--- src/design/wide_line_quad_expander_macros.svh ---
// Assertion macros for the wide line quad expander.
// Used by the top level; expects i_clk and i_rst_n in scope.
`ifndef WIDE_LINE_QUAD_EXPANDER_MACROS_SVH
`define WIDE_LINE_QUAD_EXPANDER_MACROS_SVH

// Condition a in a cycle implies condition b in the same cycle.
`define WLQE_ASSERT_SAME(lbl, a, b) \
    lbl: assert property (@(posedge i_clk) disable iff (!i_rst_n) (a) |-> (b)) \
        else $error("wlqe: same-cycle check failed");

// Condition a in a cycle implies condition b in the next cycle.
`define WLQE_ASSERT_NEXT(lbl, a, b) \
    lbl: assert property (@(posedge i_clk) disable iff (!i_rst_n) (a) |=> (b)) \
        else $error("wlqe: next-cycle check failed");

`endif

--- src/design/wlqe_pkg.sv ---
// Types, codes and helpers shared by the wide line quad expander.
// No dependencies.
package wlqe_pkg;

    typedef struct packed {
        logic signed [31:0] start_x;
        logic signed [31:0] start_y;
        logic signed [31:0] end_x;
        logic signed [31:0] end_y;
        logic [30:0]        line_width;
    } t_in_item;

    typedef struct packed {
        logic [2:0]         vertex_index;
        logic signed [31:0] pos_x;
        logic signed [31:0] pos_y;
        logic               tex_u;
        logic               tex_v;
        logic signed [31:0] mid_x;
        logic signed [31:0] mid_y;
        logic               last_vertex;
    } t_out_item;

    // Segment data that travels alongside the arithmetic.
    typedef struct packed {
        logic signed [31:0] sx;
        logic signed [31:0] sy;
        logic signed [31:0] ex;
        logic signed [31:0] ey;
        logic [29:0]        h;
        logic [30:0]        ax;
        logic [30:0]        ay;
        logic               neg_dx;
        logic               neg_dy;
        logic               zero;
    } t_side;

    // One divider lane: partial remainder and dividend bits turning into quotient.
    typedef struct packed {
        logic [31:0] rem;
        logic [31:0] acc;
    } t_div_lane;

    localparam logic [2:0] VTX_BR0 = 3'd0;
    localparam logic [2:0] VTX_TR  = 3'd1;
    localparam logic [2:0] VTX_TL0 = 3'd2;
    localparam logic [2:0] VTX_BR1 = 3'd3;
    localparam logic [2:0] VTX_BL  = 3'd4;
    localparam logic [2:0] VTX_TL1 = 3'd5;

    localparam int SQRT_STEPS = 32;
    localparam int DIV_STEPS  = 32;
    localparam int NORM_STEPS = 5;

    function automatic logic signed [31:0] sat33(input logic signed [32:0] v);
        logic signed [31:0] r;
        if (v[32] != v[31]) begin
            r = v[32] ? 32'sh8000_0000 : 32'sh7FFF_FFFF;
        end else begin
            r = v[31:0];
        end
        return r;
    endfunction

endpackage

--- src/design/wlqe_sqrt_cell.sv ---
// One bit of the integer square root: trial subtract at bit 2*(31-STEP).
// Depends on wlqe_pkg.
module wlqe_sqrt_cell #(
    parameter int STEP = 0
) (
    input  logic             i_clk,
    input  logic             i_rst_n,
    input  logic             i_valid,
    input  wlqe_pkg::t_side  i_side,
    input  logic [62:0]      i_n,
    input  logic [62:0]      i_res,
    output logic             o_valid,
    output wlqe_pkg::t_side  o_side,
    output logic [62:0]      o_n,
    output logic [62:0]      o_res
);
    localparam logic [63:0] BIT = 64'd1 << (62 - 2 * STEP);

    logic [63:0] trial;
    logic [62:0] n_n;
    logic [62:0] n_res;

    always_comb begin
        trial = {1'b0, i_res} + BIT;
        if ({1'b0, i_n} >= trial) begin
            n_n   = i_n - trial[62:0];
            n_res = (i_res >> 1) + BIT[62:0];
        end else begin
            n_n   = i_n;
            n_res = i_res >> 1;
        end
    end

    always_ff @(posedge i_clk) begin
        if (!i_rst_n) begin
            o_valid <= 1'b0;
        end else begin
            o_valid <= i_valid;
        end
    end

    always_ff @(posedge i_clk) begin
        o_side <= i_side;
        o_n    <= n_n;
        o_res  <= n_res;
    end
endmodule

--- config.mk ---
export PLATFORM = sky130hd
export DESIGN_NAME = wlqe_sqrt_cell
export DESIGN_NICKNAME = d
export VERILOG_FILES = /design/src/design/wide_line_quad_expander_macros.svh /design/src/design/wlqe_pkg.sv /design/src/design/wlqe_sqrt_cell.sv
export SDC_FILE = /design/constraint.sdc
export NUM_CORES = 1
export LEC_CHECK = 0
export BUFFER_PORTS_ARGS = -buffer_cell sky130_fd_sc_hd__buf_2
export CORE_AREA = 3 3 275 277
export CTS_CLUSTER_DIAMETER = 50
export CTS_CLUSTER_SIZE = 8
export DETAILED_ROUTE_END_ITERATION = 8
export DIE_AREA = 0 0 278 280
export GPL_TIMING_DRIVEN = 0
export HOLD_SLACK_MARGIN = 0.02
export PLACE_DENSITY = 0.46
export REMOVE_ABC_BUFFERS = 1
export SETUP_SLACK_MARGIN = 0.2
export SLEW_MARGIN = 20
export SYNTH_ARGS = -nofsm -noshare
export SYNTH_HDL_FRONTEND = slang
export SYNTH_SLANG_ARGS = --single-unit
--- constraint.sdc ---
create_clock -name i_clk -period 4.74 [get_ports i_clk]
set_clock_uncertainty 0.1 [all_clocks]
set_input_delay 0.948 -clock i_clk [delete_from_list [all_inputs] [get_ports i_clk]]
set_output_delay 0.948 -clock i_clk [all_outputs]
set_load 0.01 [all_outputs]
==> impl_metrics.yaml <==
global_route:
  grt_remaining_overflow: 0
  met1_usage_pct: 20.31
  grt_util_all_layers_pct: 18.10
  grt-busiest-layer: "met2"
  grt_max_degree: 116
  grt_pass1_wl_mm: 97.18
  met3_usage_pct: 8.654
  antenna_found_initial: 58
  gr-usage-met2_pct: 29.47
  grt_pass1_vias: 11710
logic_synthesis:
  async_reset_ff_share_pct: 0
  syn_area_sq_um: 11870
  synth.distinct_cells: 69
  syn_inst: 1115
  synth_edf_count: 0
  synth_seq_cells: 350
  yosys_warnings: 0
  ys.flop_type: "dfxtp_1"
  syn_avg_cell_area_sq_um: 10.65
  yosysSeqAreaShare_pct: 59.03
floorplanning:
  coreArea_sq_um: 73080
  row_count: 99
  ios: 702
  die_y_um: 280
  dieArea_sq_um: 77840
  start_util_pct: 16.24
  dieWidth_um: 278
final_layout:
  syn_to_final_growth_pct: 56.67
  fillers: 7972
  instances_no_fill: 2865
  nNetsFinal: 2271
  drive_gt1_share_pct: 43.95
setup_path:
  critPathMaxStageDelay_ns: 0.59
  cp_cell_sequence: "buf_2 -> inv_1 -> ha_1 -> fa_1 -> nor2b_4 -> o21bai_1 -> a21boi_2 -> o2111ai_1 -> o21ai_0 -> a21boi_0 -> o21ai_0 -> a21boi_0 -> xor2_1 -> a21oi_1"
  cp-start-kind: "primary input"
  crit_fanout: 4
  cp_top_family: "compound AO/OA/AOI/OAI gates"
  crit_arrival_ns: 4.77
  worst-path-buf-inv: 2
  slowest_stage: "o21ai_0"
  critPathRequiredTime_ns: 5.13
  setup.worst_path.class: "in -> reg"
  critPathCaptureType: "register"
routing:
  dr.pass1.iters: 5
  first_iter_violations: 643
  drc: 0
  routed_wl_mm: 73.22
  wl_per_cell_um: 25.56
  vias: 11389
  vias_per_cell: 3.975
  ant_nets: 0
worst_hold_path:
  hold_end: "o_side[69]$_DFF_P_"
  holdPathStages: 1
  hold_start: "i_side[69]"
  hold_class: "in -> reg"
timing:
  fmax_mhz: 228.6
  tns_ns: 0
  hold_viol_final: 0
  hold_ws_ns: 0.3532
  post-route-period-util_pct: 92.30
  slew_viol_final: 0
  maxSlewHeadroom_pct: 43.55
  worst_pin_slew_ns: 0.8468
  min_period_ns: 4.375
  rsz0062_at_grt: "no"
  setup_viol: 0
power_and_ir_drop:
  p_per_area_nw_per_um2: 490.2
  p_leak_nw: 9.064
  irDropWorstVdd_v: 0.0003177
cts:
  tritoncts: "built"
  cts.sinks: 350
  htreeDepth: 3
  root_buffer: "clkbuf_16"
  post_cts_buffers: 0
  post_cts_resized: 0
  cts_made_buffers: 68
  cts-hold-fix-buffers: 0
  path_clk_slew_ns: 0.05
  clock_path_buffers: 3
place:
  dpl.hpwl_mm: 62.60
  placed_cells: 2743
  globalplace.congestion: 0.9434
  port_buffers: 701
run_status:
  status: "finished, final reports clean"
flow_run:
  maxCapViolCount: 0
-- cell usage after synthesis, types with 2 or more instances --
cell type	instances	area (sq um)
nand2b_1	4	25.02
o21bai_1	11	82.58
o2111ai_1	2	17.52
nand2_1	55	206.5
ha_1	64	800.8
nor2b_1	11	68.82
mux2_4	10	150.1
nor2_1	92	345.3
nand4_1	21	131.4
nor3_2	2	20.02
a211oi_1	6	45.04
a21o_1	36	270.3
and2_1	4	25.02
buf_6	8	90.09
o31a_1	2	17.52
dfxtp_1	350	7007
clkbuf_1	21	78.83
a31oi_1	9	56.30
o21a_1	8	60.06
and3_1	6	37.54
o21ai_0	42	210.2
nor3_1	7	35.03
o221ai_1	2	17.52
o21ai_1	2	10.01
xor2_1	23	201.4
nand2_2	2	12.51
xnor2_1	30	262.8
or2_2	2	12.51
o31ai_1	5	37.54
inv_1	83	311.6
nand3_1	19	95.09
a21oi_1	125	625.6
o211ai_1	5	37.54
or3_1	6	37.54
a21oi_2	2	17.52
buf_2	2	10.01
a21boi_0	3	22.52
o31ai_4	2	42.54
-- worst max path at each step --
| stage | slack (ns) | start | cells after the start | endpoint |
|---|---|---|---|---|
| after floorplan | 0.58 | i_n[0] | 13 | o_n[56]$_DFF_P_ |
| after global placement | -0.66 | i_n[0] | 14 | o_n[56]$_DFF_P_ |
| after detailed placement | -0.21 | i_n[0] | 14 | o_n[56]$_DFF_P_ |
| after CTS | 0.43 | i_n[0] | 14 | o_n[56]$_DFF_P_ |
| after global routing | 0.22 | i_n[0] | 14 | o_n[56]$_DFF_P_ |
| final | 0.36 | i_n[0] | 14 | o_n[32]$_DFF_P_ |
-- placed cells by master (no fill, tap or decap), drive strengths merged, types with 2 or more instances in the layout --
| cell | netlist | routed |
|---|---|---|
| o31ai | 8 | 8 |
| and2 | 4 | 4 |
| o2111ai | 3 | 3 |
| o21ai | 45 | 45 |
| o21bai | 11 | 11 |
| nand2b | 4 | 4 |
| nand4 | 21 | 21 |
| clkinv | 0 | 15 |
| nor2 | 92 | 92 |
| nand2 | 58 | 58 |
| nor2b | 12 | 12 |
| mux2 | 10 | 10 |
| clkinvlp | 0 | 8 |
| o21a | 8 | 8 |
| a21boi | 4 | 4 |
| a31oi | 9 | 9 |
| or2 | 2 | 2 |
| inv | 83 | 84 |
| nor3 | 9 | 9 |
| o31a | 2 | 2 |
| nand3 | 19 | 19 |
| o211ai | 5 | 5 |
| a211oi | 7 | 7 |
| or3 | 6 | 6 |
| diode | 0 | 15 |
| and3 | 6 | 6 |
| ha | 64 | 64 |
| bufinv | 0 | 5 |
| xor2 | 23 | 23 |
| xnor2 | 30 | 30 |
| a21oi | 128 | 128 |
| dfxtp | 350 | 350 |
| buf | 10 | 701 |
| a21o | 36 | 36 |
| o221ai | 2 | 2 |
| clkbuf | 22 | 78 |
-- metrics by stage --
stage / utilization (%) / cell area [sq um] / power [W] / worst slack [ns]
finish: 25.45 / 18600 / 0.009115 / 0.3648
global route: 25.39 / 18560 / 0.009510 / 0.2214
floorplan: - / 11690 / 0.003893 / 0.5782
CTS: 25.39 / 18560 / 0.009285 / 0.4290
global placement: 22.43 / 16390 / 0.004578 / -0.6576
detailed placement: 22.44 / 16400 / 0.004572 / -0.2136
-- power by group --
| part | internal [W] | leakage (nW) | switching [W] |
|---|---|---|---|
| Sequential | 0.00315 | 2.95 | 0.0000573 |
| Combinational | 0.000502 | 5.09 | 0.000793 |
| Clock | 0.00293 | 1.02 | 0.00168 |
-- state kept, by name, summed over array words and instances (netlist names) --
name and flops:
o_side 223, o_res 63, o_n 63, o_valid 1
-- metal layers --
metal	up-vias	routed length [um]
li1	5311	-
met1	5362	28550
met2	539	33730
met3	139	7441
met4	38	3264
met5	-	232
-- final cells by class --
type | count | area [sq um] | share of cell area, %
sequential | 350 | 7007 | 37.68
multi-input combinational | 650 | 4377 | 23.53
timing repair buffer | 701 | 3508 | 18.87
clock buffer | 78 | 1759 | 9.460
tap | 959 | 1200 | 6.452
clock inverter | 29 | 396.6 | 2.133
inverter | 83 | 311.5 | 1.675
antenna | 15 | 37.54 | 0.2018
-- cell families after synthesis --
kind of cell,count (synthesis),synth area share [%]
flops,350,59.03
compound gates,281,15.04
simple gates,240,9.582
buf+inv,115,4.174
fa+ha+maj,65,6.915
xor+xnor,53,3.911
mux,11,1.349
Power figures use the tool's default switching activity.
