<file path="config.mk">
export PLATFORM = sky130hd
export DESIGN_NAME = wlqe_div_cell
export DESIGN_NICKNAME = d
export VERILOG_FILES = /design/src/design/wide_line_quad_expander_macros.svh /design/src/design/wlqe_pkg.sv /design/src/design/wlqe_div_cell.sv
export SDC_FILE = /design/constraint.sdc
export NUM_CORES = 1
export LEC_CHECK = 0
export BUFFER_PORTS_ARGS = -buffer_cell sky130_fd_sc_hd__buf_2
export CAP_MARGIN = 20
export CORE_AREA = 2 2 295 297
export DETAILED_ROUTE_END_ITERATION = 8
export DIE_AREA = 0 0 297 299
export PLACE_DENSITY = 0.41
export SLEW_MARGIN = 20
export SYNTH_ARGS = -nofsm -noshare
export SYNTH_HDL_FRONTEND = slang
export SYNTH_SLANG_ARGS = --single-unit
</file>
<file path="constraint.sdc">
create_clock -name i_clk -period 2.72 [get_ports i_clk]
set_input_delay 0.136 -clock i_clk [delete_from_list [all_inputs] [get_ports i_clk]]
set_output_delay 0.136 -clock i_clk [all_outputs]
set_load 0.005 [all_outputs]
</file>
<file path="src/design/wide_line_quad_expander_macros.svh">
// Assertion macros for the wide line quad expander.
// Used by the top level; expects i_clk and i_rst_n in scope.
`ifndef WIDE_LINE_QUAD_EXPANDER_MACROS_SVH
`define WIDE_LINE_QUAD_EXPANDER_MACROS_SVH

// Condition a in a cycle implies condition b in the same cycle.
`define WLQE_ASSERT_SAME(lbl, a, b) \
    lbl: assert property (@(posedge i_clk) disable iff (!i_rst_n) (a) |-> (b)) \
        else $error("wlqe: same-cycle check failed");

// Condition a in a cycle implies condition b in the next cycle.
`define WLQE_ASSERT_NEXT(lbl, a, b) \
    lbl: assert property (@(posedge i_clk) disable iff (!i_rst_n) (a) |=> (b)) \
        else $error("wlqe: next-cycle check failed");

`endif

</file>
<file path="src/design/wlqe_pkg.sv">
// Types, codes and helpers shared by the wide line quad expander.
// No dependencies.
package wlqe_pkg;

    typedef struct packed {
        logic signed [31:0] start_x;
        logic signed [31:0] start_y;
        logic signed [31:0] end_x;
        logic signed [31:0] end_y;
        logic [30:0]        line_width;
    } t_in_item;

    typedef struct packed {
        logic [2:0]         vertex_index;
        logic signed [31:0] pos_x;
        logic signed [31:0] pos_y;
        logic               tex_u;
        logic               tex_v;
        logic signed [31:0] mid_x;
        logic signed [31:0] mid_y;
        logic               last_vertex;
    } t_out_item;

    // Segment data that travels alongside the arithmetic.
    typedef struct packed {
        logic signed [31:0] sx;
        logic signed [31:0] sy;
        logic signed [31:0] ex;
        logic signed [31:0] ey;
        logic [29:0]        h;
        logic [30:0]        ax;
        logic [30:0]        ay;
        logic               neg_dx;
        logic               neg_dy;
        logic               zero;
    } t_side;

    // One divider lane: partial remainder and dividend bits turning into quotient.
    typedef struct packed {
        logic [31:0] rem;
        logic [31:0] acc;
    } t_div_lane;

    localparam logic [2:0] VTX_BR0 = 3'd0;
    localparam logic [2:0] VTX_TR  = 3'd1;
    localparam logic [2:0] VTX_TL0 = 3'd2;
    localparam logic [2:0] VTX_BR1 = 3'd3;
    localparam logic [2:0] VTX_BL  = 3'd4;
    localparam logic [2:0] VTX_TL1 = 3'd5;

    localparam int SQRT_STEPS = 32;
    localparam int DIV_STEPS  = 32;
    localparam int NORM_STEPS = 5;

    function automatic logic signed [31:0] sat33(input logic signed [32:0] v);
        logic signed [31:0] r;
        if (v[32] != v[31]) begin
            r = v[32] ? 32'sh8000_0000 : 32'sh7FFF_FFFF;
        end else begin
            r = v[31:0];
        end
        return r;
    endfunction

endpackage

</file>
<file path="src/design/wlqe_div_cell.sv">
// One quotient bit for both offset dividers, sharing the divisor.
// Depends on wlqe_pkg.
module wlqe_div_cell (
    input  logic                i_clk,
    input  logic                i_rst_n,
    input  logic                i_valid,
    input  wlqe_pkg::t_side     i_side,
    input  logic [31:0]         i_len,
    input  wlqe_pkg::t_div_lane i_lx,
    input  wlqe_pkg::t_div_lane i_ly,
    output logic                o_valid,
    output wlqe_pkg::t_side     o_side,
    output logic [31:0]         o_len,
    output wlqe_pkg::t_div_lane o_lx,
    output wlqe_pkg::t_div_lane o_ly
);
    function automatic wlqe_pkg::t_div_lane step(input wlqe_pkg::t_div_lane l,
                                                 input logic [31:0] d);
        logic [32:0]         r2;
        logic                ge;
        wlqe_pkg::t_div_lane o;
        r2    = {l.rem, l.acc[31]};
        ge    = r2 >= {1'b0, d};
        o.rem = ge ? 32'(r2 - {1'b0, d}) : r2[31:0];
        o.acc = {l.acc[30:0], ge};
        return o;
    endfunction

    always_ff @(posedge i_clk) begin
        if (!i_rst_n) begin
            o_valid <= 1'b0;
        end else begin
            o_valid <= i_valid;
        end
    end

    always_ff @(posedge i_clk) begin
        o_side <= i_side;
        o_len  <= i_len;
        o_lx   <= step(i_lx, i_len);
        o_ly   <= step(i_ly, i_len);
    end
endmodule

</file>
==> run_results.csv, run 1 <==
group,metric,value,unit
run_status,status,"finished, violations left",
run_status,failed_checks,"hold timing",
pwr,p_int,11.6,mW
clock_tree,cts_tree,"yes",
final_layout,fin_area,23900,um2
final_layout,num-nets-final,2774,
synthesis,synth_cell_types,54,
sta,holdWs,-0.257,ns
drt,route.detailed.drc,0,
sta,period_minus_slack,2.69,ns
synthesis,yosys_warnings,0,
pwr,power.density,669,nW/um2
pwr,p_leak,11.4,nW
placement,dp_hpwl,68.7,mm
floorplan,dieArea,88800,um2
sta,drv_slew,0,
synthesis,syn-cell-area,11800,um2
placement,port_buffers,769,
pwr,power_frac_seq,39.2,%
placement,place_area,18200,um2
pwr,totalPowerFinal,16.0,mW
setup_path,required,3.22,ns
setup_path,cp_slowest_cell,"dlygate4sd3_1",
final_layout,drive_gt1_share,44.0,%
floorplan,dieHeight,299,um
synthesis,avgSynthCellArea,11.9,um2
drt,wl,83.5,mm
global_routing,antenna_found_initial,43,
synthesis,yosys_most_used_dff,"dfxtp_1",
floorplan,initial_core_util,13.8,%
sta,finalHoldViolCount,1,
drt,first_iter_violations,582,
setup_path,cp-start-kind,"primary input",
global_routing,grt.total_usage,18.1,%
min_path,hp-start,"i_lx[31]",
setup_path,critPathTopFamily,"buffers and inverters",
floorplan,io_pins,770,
final_layout,synthToLayoutAreaGrowth,102,%
drt,avgViaCountPerCell,3.62,
flow_run,maxCapViolations,0,
drt,antenna_left,0,
global_routing,grt_pass1_wl,111,mm
min_path,min-delay-path-class,"in -> reg",
sta,setup_violations,0,
setup_path,crit_arrival,3.19,ns
sta,tns,0,ns
global_routing,overflow,0,
setup_path,crit_start,"i_len[27]",
global_routing,grt_max_degree,32,
synthesis,yosys-top-cells-count,"dfxtp_1 (384), ha_1 (64), nand2_1 (64)",
clock_tree,cts-htree-levels,2,
drt,drtPass1Iterations,5,
setup_path,crit_chain,"dlygate4sd3_1 > buf_2 > inv_1 > ha_1 > a21o_1 > a21oi_1 > o21ai_1 > a31oi_1 > a21oi_4 > a2111oi_4 > buf_6 > buf_12 > mux2_1",
setup_path,end_kind,"flip-flop",
synthesis,synth-edff-count,0,
synthesis,yosys.area.top_type,"dfxtp_1",
synthesis,synth_top_area_share,64.9,%
drt,num_vias,12800,
floorplan,die-width,297,um
placement,routabilityCongestion,0.945,
synthesis,synthTopCellsByArea,"dfxtp_1 (65%), ha_1 (6.8%), mux2_1 (2.6%), o21ai_0 (2.4%), xnor2_1 (2.3%)",
clock_tree,clk_path_buf_depth,3,
clock_tree,clock-sinks,384,
drt,wl_per_cell,23.6,um
clock_tree,cts_root_buf,"clkbuf_16",
synthesis,ys_async_sr_fraction,0,%
floorplan,coreArea,85900,um2
synthesis,synth.ff_latch_count,384,
pwr,power_frac_comb,19.5,%
synthesis,synth_most_common_cell,"dfxtp_1",
pwr,power.share.clock,41.3,%
pwr,power.switching,4.44,mW
floorplan,rows,108,
final_layout,utilization,27.8,%
sta,relSlewSlack,69.5,%
setup_path,cp_max_fo,8,
synthesis,yosysSeqAreaShare,64.9,%
setup_path,critPathKind,"in -> reg",
sta,tightestPinTransition,0.446,ns
pwr,p_sw_share,27.8,%
clock_tree,cts_made_buffers,49,
setup_path,cpPeakStageDelay,0.56,ns
clock_tree,clk_pin_slew,0.06,ns
global_routing,grt_pass1_vias,13600,
pwr,max-vdd-ir-drop,0.498,mV
synthesis,syn-num-nets,1445,
synthesis,synthCells,993,
sta,period_share,98.9,%
setup_path,path_buf_inv,5,
sta,max_freq,0.372,GHz
-- path summary, 6_finish.rpt --
path                          endpoint  slack, ns  depth (start not counted)
worst max-delay path  o_ly[38]$_DFF_P_       0.03                         13
worst min-delay path  o_lx[32]$_DFF_P_      -0.26                          3
-- cells by family after synthesis --
logic type,after synthesis,synth area share (%)
flops,384,64.9
compound gates,202,10.8
simple gates,174,7.08
buf+inv,74,2.55
fa+ha+maj,66,7.10
xor+xnor,59,4.36
mux,34,3.21
-- area by class of cell --
type / instances / area, um2
fill: 9206 / 62000
timing repair buffer: 1303 / 8910
sequential: 384 / 7690
multi-input combinational: 535 / 4030
tap: 1155 / 1450
clock buffer: 66 / 1390
clock inverter: 20 / 209
inverter: 49 / 186
antenna: 17 / 42.5
-- power groups by stage --
stage / Clock [mW] / Sequential, mW / Combinational [mW]
after CTS: 6.86 / 6.27 / 3.11
after global placement: 0 / 6.39 / 2.59
after detailed placement: 0 / 6.37 / 2.59
after floorplan: 0 / 6.41 / 0.891
final: 6.61 / 6.26 / 3.13
after global routing: 7.07 / 6.31 / 3.39
-- placed cells by master (no fill, tap or decap), types with 14 or more instances in the layout --
master / netlist / routed
diode_2: 0 / 17
dfxtp_1: 384 / 384
dlygate4sd3_1: 0 / 384
xor2_1: 28 / 28
buf_2: 1 / 765
mux2_1: 27 / 19
nand4_1: 14 / 14
a21o_1: 27 / 27
clkbuf_16: 0 / 52
ha_1: 64 / 59
a21oi_1: 54 / 54
nand2_1: 64 / 64
inv_1: 49 / 45
xnor2_1: 31 / 31
buf_4: 0 / 147
nor2_1: 30 / 30
o21ai_0: 57 / 55
-- per-stage QoR --
stage / cells / setup slack (ns)
final: 3529 / 0.0297
after global routing: 3521 / -0.0565
after CTS: 3505 / 0.00845
after detailed placement: 3038 / -0.410
after global placement: 3038 / -0.412
after floorplan: 993 / 0.00654
-- registers in the layout (all words and copies together) (netlist names) --
name     cells
o_ly        64
o_lx        64
o_side     223
o_len       32
o_valid      1
-- layer usage --
layer,track usage [%],vias up,wire [um]
met4,9.21,32,4490
met1,20.8,5950,33700
li1,-,6088,-
met2,27.8,564,36400
met3,8.78,146,8680
met5,0,-,200
-- timing repair --
item,CTS,global route
hold buffers,381,4
endpoints found under the hold margin,382,4
resized for setup,0,35
setup buffers,0,2
setup endpoints to repair,0,59
Power figures use the tool's default switching activity.
==> run 2: changes to the inputs <==
PLACE_DENSITY = 0.38   (was 0.41)
==> run 2 against run 1 <==
The run now ends clean. Non-clock buffer count up 8. Core utilization up 0.31 points. Global-route usage down 0.47 points. Power up 3.8%. Critical path type unchanged. Highest routed layer unchanged.
==> run_results.csv, run 2 (synthesis results as in run 1) <==
group,metric,value,unit
final_layout,synthToLayoutAreaGrowth,104,%
sta,period_minus_slack,2.68,ns
sta,finalHoldViolCount,0,
pwr,totalPowerFinal,16.6,mW
setup_path,required,3.18,ns
global_routing,grt_max_degree,61,
clock_tree,cts_tree,"yes",
final_layout,reg_top3,"o_side (223), o_lx (64), o_ly (64)",
placement,dp_hpwl,68.0,mm
sta,relSlewSlack,72.2,%
min_path,hp-start,"i_ly[48]",
drt,num_vias,12700,
placement,port_buffers,769,
floorplan,dieHeight,299,um
global_routing,grt_pass1_vias,13400,
setup_path,cp_max_fo,7,
global_routing,grt.total_usage,17.6,%
pwr,p_leak,11.5,nW
final_layout,num-nets-final,2783,
sta,tns,0,ns
drt,wl,82.1,mm
setup_path,end_kind,"flip-flop",
final_layout,fill_cells,9258,
setup_path,critPathKind,"in -> reg",
floorplan,io_pins,770,
final_layout,drive_gt1_share,44.7,%
drt,first_iter_violations,653,
sta,tightestPinTransition,0.406,ns
setup_path,crit_arrival,3.14,ns
sta,holdWs,0.100,ns
floorplan,rows,108,
min_path,min-delay-path-class,"in -> reg",
setup_path,cp-start-kind,"primary input",
final_layout,final_common_cell,"buf_2",
floorplan,coreArea,85900,um2
clock_tree,cts-htree-levels,2,
run_status,status,"finished, final reports clean",
sta,setup_violations,0,
pwr,power.density,687,nW/um2
clock_tree,clk_path_buf_depth,3,
floorplan,dieArea,88800,um2
drt,antenna_left,0,
global_routing,antenna_found_initial,41,
sta,rsz0062_at_grt,"yes",
sta,max_freq,0.373,GHz
final_layout,largest_register,"o_side",
drt,avgViaCountPerCell,3.59,
sta,period_share,98.5,%
clock_tree,clock-sinks,384,
flow_run,maxCapViolations,0,
global_routing,overflow,0,
global_routing,grt_pass1_wl,108,mm
setup_path,crit_start,"i_ly[45]",
drt,drtPass1Iterations,5,
final_layout,largest_reg_flops,223,
drt,route.detailed.drc,0,
drt,wl_per_cell,23.2,um
floorplan,initial_core_util,13.8,%
clock_tree,clk_pin_slew,0.05,ns
floorplan,die-width,297,um
placement,routabilityCongestion,0.965,
sta,drv_slew,0,
pwr,max-vdd-ir-drop,0.428,mV
clock_tree,cts_root_buf,"clkbuf_16",
clock_tree,cts_made_buffers,50,
final_layout,final_cell_mix,"buf_2 (767), dlygate4sd3_1 (386), dfxtp_1 (384)",
-- run 2: changes by cell type in the layout (fill, tap and decap cells not counted), moves of 3 or more --
| cell | delta |
|---|---|
| clkbuf_1 | -5 |
| bufinv_16 | +4 |
| diode_2 | -4 |
| a21oi_1 | -3 |
| a21oi_2 | +3 |
| buf_6 | +3 |
-- run 2: final cells by class --
type | count | area, um2 | area share [%]
antenna | 13 | 32.5 | 0.135
clock buffer | 64 | 1430 | 5.90
inverter | 49 | 184 | 0.761
sequential | 384 | 7690 | 31.8
multi-input combinational | 535 | 4070 | 16.8
clock inverter | 28 | 363 | 1.50
timing repair buffer | 1311 | 8970 | 37.1
tap | 1155 | 1450 | 5.98
-- run 2: worst paths after layout --
check | cells past startpoint | to
setup / recovery | 13 | o_ly[40]$_DFF_P_
hold / removal | 3 | o_ly[49]$_DFF_P_
-- run 2: metal layers --
layer	track usage [%]	part of all wire (%)	vias up
met1	20.2	40	5908
li1	-	-	6110
met5	0	0.22	-
met3	8.07	10	109
met2	28.7	46	565
met4	6.34	3.6	30
-- run 2: where the power goes --
| group | switching, mW | total [mW] | internal, mW |
|---|---|---|---|
| Sequential | 0.169 | 6.27 | 6.10 |
| Clock | 2.79 | 7.16 | 4.37 |
| Combinational | 1.53 | 3.17 | 1.64 |
-- run 2: metrics by stage --
| stage | area (um2) | setup slack (ns) | instances | utilization, % |
|---|---|---|---|---|
| 6_report | 24200 | 0.0420 | 3539 | 28.1 |
| 5_1_grt | 24200 | -0.0165 | 3531 | 28.1 |
| 4_1_cts | 23800 | 0.00297 | 3512 | 27.7 |
| 3_5_place_dp | 18200 | -0.446 | 3039 | 21.2 |
| 3_3_place_gp | 18200 | -0.411 | 3039 | 21.2 |
| 2_1_floorplan | 11900 | 0.00654 | 993 | - |
-- run 2: critical path: stages --
cell,delay [ns]
dlygate4sd3_1,0.57
buf_6,0.14
ha_1,0.28
nand2_1,0.07
or3_4,0.39
o21ai_4,0.16
o21ai_2,0.08
or3_4,0.40
a21oi_4,0.18
a2111oi_4,0.05
buf_4,0.18
clkbuf_16,0.18
mux2_1,0.33
-- run 2: what timing repair did --
| item | 4_1_cts | 5_1_grt |
|---|---|---|
| hold buffers | 381 | 6 |
| endpoints found under the hold margin | 382 | 4 |
| resized for setup | 0 | 40 |
| setup endpoints to repair | 0 | 63 |
| setup buffers | 0 | 5 |
==> run 3: changes to the inputs <==
BUFFER_PORTS_ARGS = default   (was -buffer_cell sky130_fd_sc_hd__buf_2)
CORE_AREA = 2 2 302 304   (was 2 2 295 297)
DIE_AREA = 0 0 304 306   (was 0 0 297 299)
DONT_BUFFER_PORTS = 1   (was default)
PLACE_DENSITY = 0.3   (was 0.38)
==> run 3 against run 2 <==
Critical endpoint is now o_lx[49]$_DFF_P_. Sequential share of layout area grew 7.0 points. Sequential power rose by 5.7%. Critical path type unchanged. The flow now finishes with violations (hold timing). First-iteration DRC count fell by 29%.
==> run_results.csv, run 3 (synthesis results as in run 1) <==
group,metric,value,unit
clock_tree,cts_made_buffers,48,
setup_path,crit_arrival,3.07,ns
sta,finalHoldViolCount,2,
drt,first_iter_violations,465,
global_routing,overflow,0,
floorplan,rows,110,
setup_path,crit_start,"i_lx[45]",
final_layout,reg_top3,"o_side (223), o_lx (64), o_ly (64)",
sta,drv_slew,0,
global_routing,antenna_found_initial,35,
sta,period_minus_slack,2.60,ns
pwr,p_leak,8.23,nW
final_layout,largest_reg_flops,223,
clock_tree,cts_root_buf,"clkbuf_16",
min_path,min-delay-path-class,"in -> reg",
clock_tree,post_cts_buffers,0,
run_status,failed_checks,"hold timing",
final_layout,synthToLayoutAreaGrowth,67.2,%
final_layout,drive_gt1_share,15.1,%
clock_tree,cts_tree,"yes",
global_routing,grt.total_usage,15.8,%
clock_tree,clk_path_buf_depth,3,
floorplan,die-width,304,um
sta,period_share,95.6,%
min_path,hp-start,"i_len[0]",
clock_tree,clock-sinks,384,
floorplan,dieArea,93000,um2
setup_path,cp-start-kind,"primary input",
drt,drtPass1Iterations,4,
placement,dp_hpwl,62.0,mm
final_layout,final_common_cell,"dlygate4sd3_1",
sta,max_freq,0.384,GHz
floorplan,coreArea,89600,um2
final_layout,final_cell_mix,"dlygate4sd3_1 (387), dfxtp_1 (384), buf_4 (120)",
setup_path,required,3.19,ns
global_routing,grt_pass1_wl,98.9,mm
sta,setup_ws,0.118,ns
sta,relSlewSlack,70.4,%
clock_tree,cts-htree-levels,2,
setup_path,cp_max_fo,3,
drt,route.detailed.drc,0,
final_layout,num-nets-final,1980,
final_layout,largest_register,"o_side",
drt,num_vias,9687,
floorplan,dieHeight,306,um
drt,antenna_left,0,
placement,port_buffers,0,
drt,wl_per_cell,27.6,um
clock_tree,clk_pin_slew,0.06,ns
placement,placed_cells_incl_taps,2267,
global_routing,grt_max_degree,33,
sta,tightestPinTransition,0.432,ns
setup_path,end_kind,"flip-flop",
setup_path,critPathKind,"in -> reg",
global_routing,grt_pass1_vias,10400,
placement,routabilityCongestion,0.814,
placement,dp_slack,-0.306,ns
floorplan,io_pins,770,
sta,setup_violations,0,
drt,avgViaCountPerCell,3.51,
clock_tree,ctsHoldBuffers,387,
setup_path,crit_end,"o_lx[49]$_DFF_P_",
drt,wl,76.0,mm
final_layout,layoutNonFillerInstCount,2759,
sta,holdWs,-0.433,ns
pwr,max-vdd-ir-drop,0.398,mV
sta,rsz0062_at_grt,"no",
flow_run,maxCapViolations,0,
floorplan,initial_core_util,13.2,%
pwr,power.density,781,nW/um2
run_status,status,"finished, violations left",
## run 3: cell types whose count changed in the layout (fill, tap and decap cells not counted), moves of 3 or more
cell | before | now
a21oi_1 | 51 | 54
a31oi_1 | 9 | 12
a31oi_2 | 3 | 0
buf_2 | 767 | 0
buf_4 | 149 | 120
buf_6 | 4 | 1
clkbuf_16 | 53 | 48
clkbuf_8 | 10 | 6
diode_2 | 13 | 16
ha_1 | 59 | 63
ha_4 | 4 | 1
inv_6 | 0 | 5
## run 3: cell type report
| class | count | area, um2 |
|---|---|---|
| fillers | 9619 | 69800 |
| flip-flops and latches | 384 | 7690 |
| repair buffers | 510 | 4830 |
| multi-input cells | 535 | 3930 |
| well taps | 1176 | 1470 |
| clock buffers | 57 | 1290 |
| clock inverters | 32 | 379 |
| inverters | 49 | 184 |
| diodes | 16 | 40.0 |
## run 3: worst min-delay path by stage
stage	end	slack (ns)	cells past startpoint
global route	o_len[0]$_DFF_P_	-0.50	0
global placement	o_side[219]$_DFF_P_	0.16	0
floorplan	o_len[0]$_DFF_P_	0.16	0
detailed placement	o_side[33]$_DFF_P_	0.16	0
CTS	o_len[0]$_DFF_P_	-0.51	0
finish	o_len[0]$_DFF_P_	-0.43	0
## run 3: worst max-delay path, stage by stage
cell and delay [ns]:
dlygate4sd3_1 0.59, ha_1 0.31, nand4_1 0.19, or3_4 0.46, nor4_1 0.25, a31oi_1 0.12
nand3b_1 0.10, a21oi_1 0.04, or2_2 0.33, inv_1 0.18, mux2_2 0.37
## run 3: power by group
part           total [mW]  leakage [nW]  internal [mW]  switching [mW]
clock                6.87         0.819           4.02            2.85
sequential           6.63          3.24           6.11           0.522
combinational        1.99          4.17           1.07           0.914
## run 3: stage by stage
stage	TNS (ns)	total power [mW]	util, %	cell area [um2]
2_1_floorplan	0	7.30	-	11900
3_3_place_gp	-8.07	8.28	15.8	14200
3_5_place_dp	-8.88	8.25	15.8	14200
4_1_cts	0	15.8	22.0	19700
5_1_grt	0	16.2	22.1	19800
6_report	0	15.5	22.1	19800
## run 3: timing repair
item	CTS	global route
endpoints found under the hold margin	382	2
setup endpoints to repair	0	39
resized for setup	0	8
## run 3: routing by layer
layer	wire length (um)	share of wire (%)	global-route usage, %
met1	30700	40	18.2
met3	7990	11	7.94
met5	136	0.18	0
met2	35400	47	26.2
met4	1750	2.3	3.34
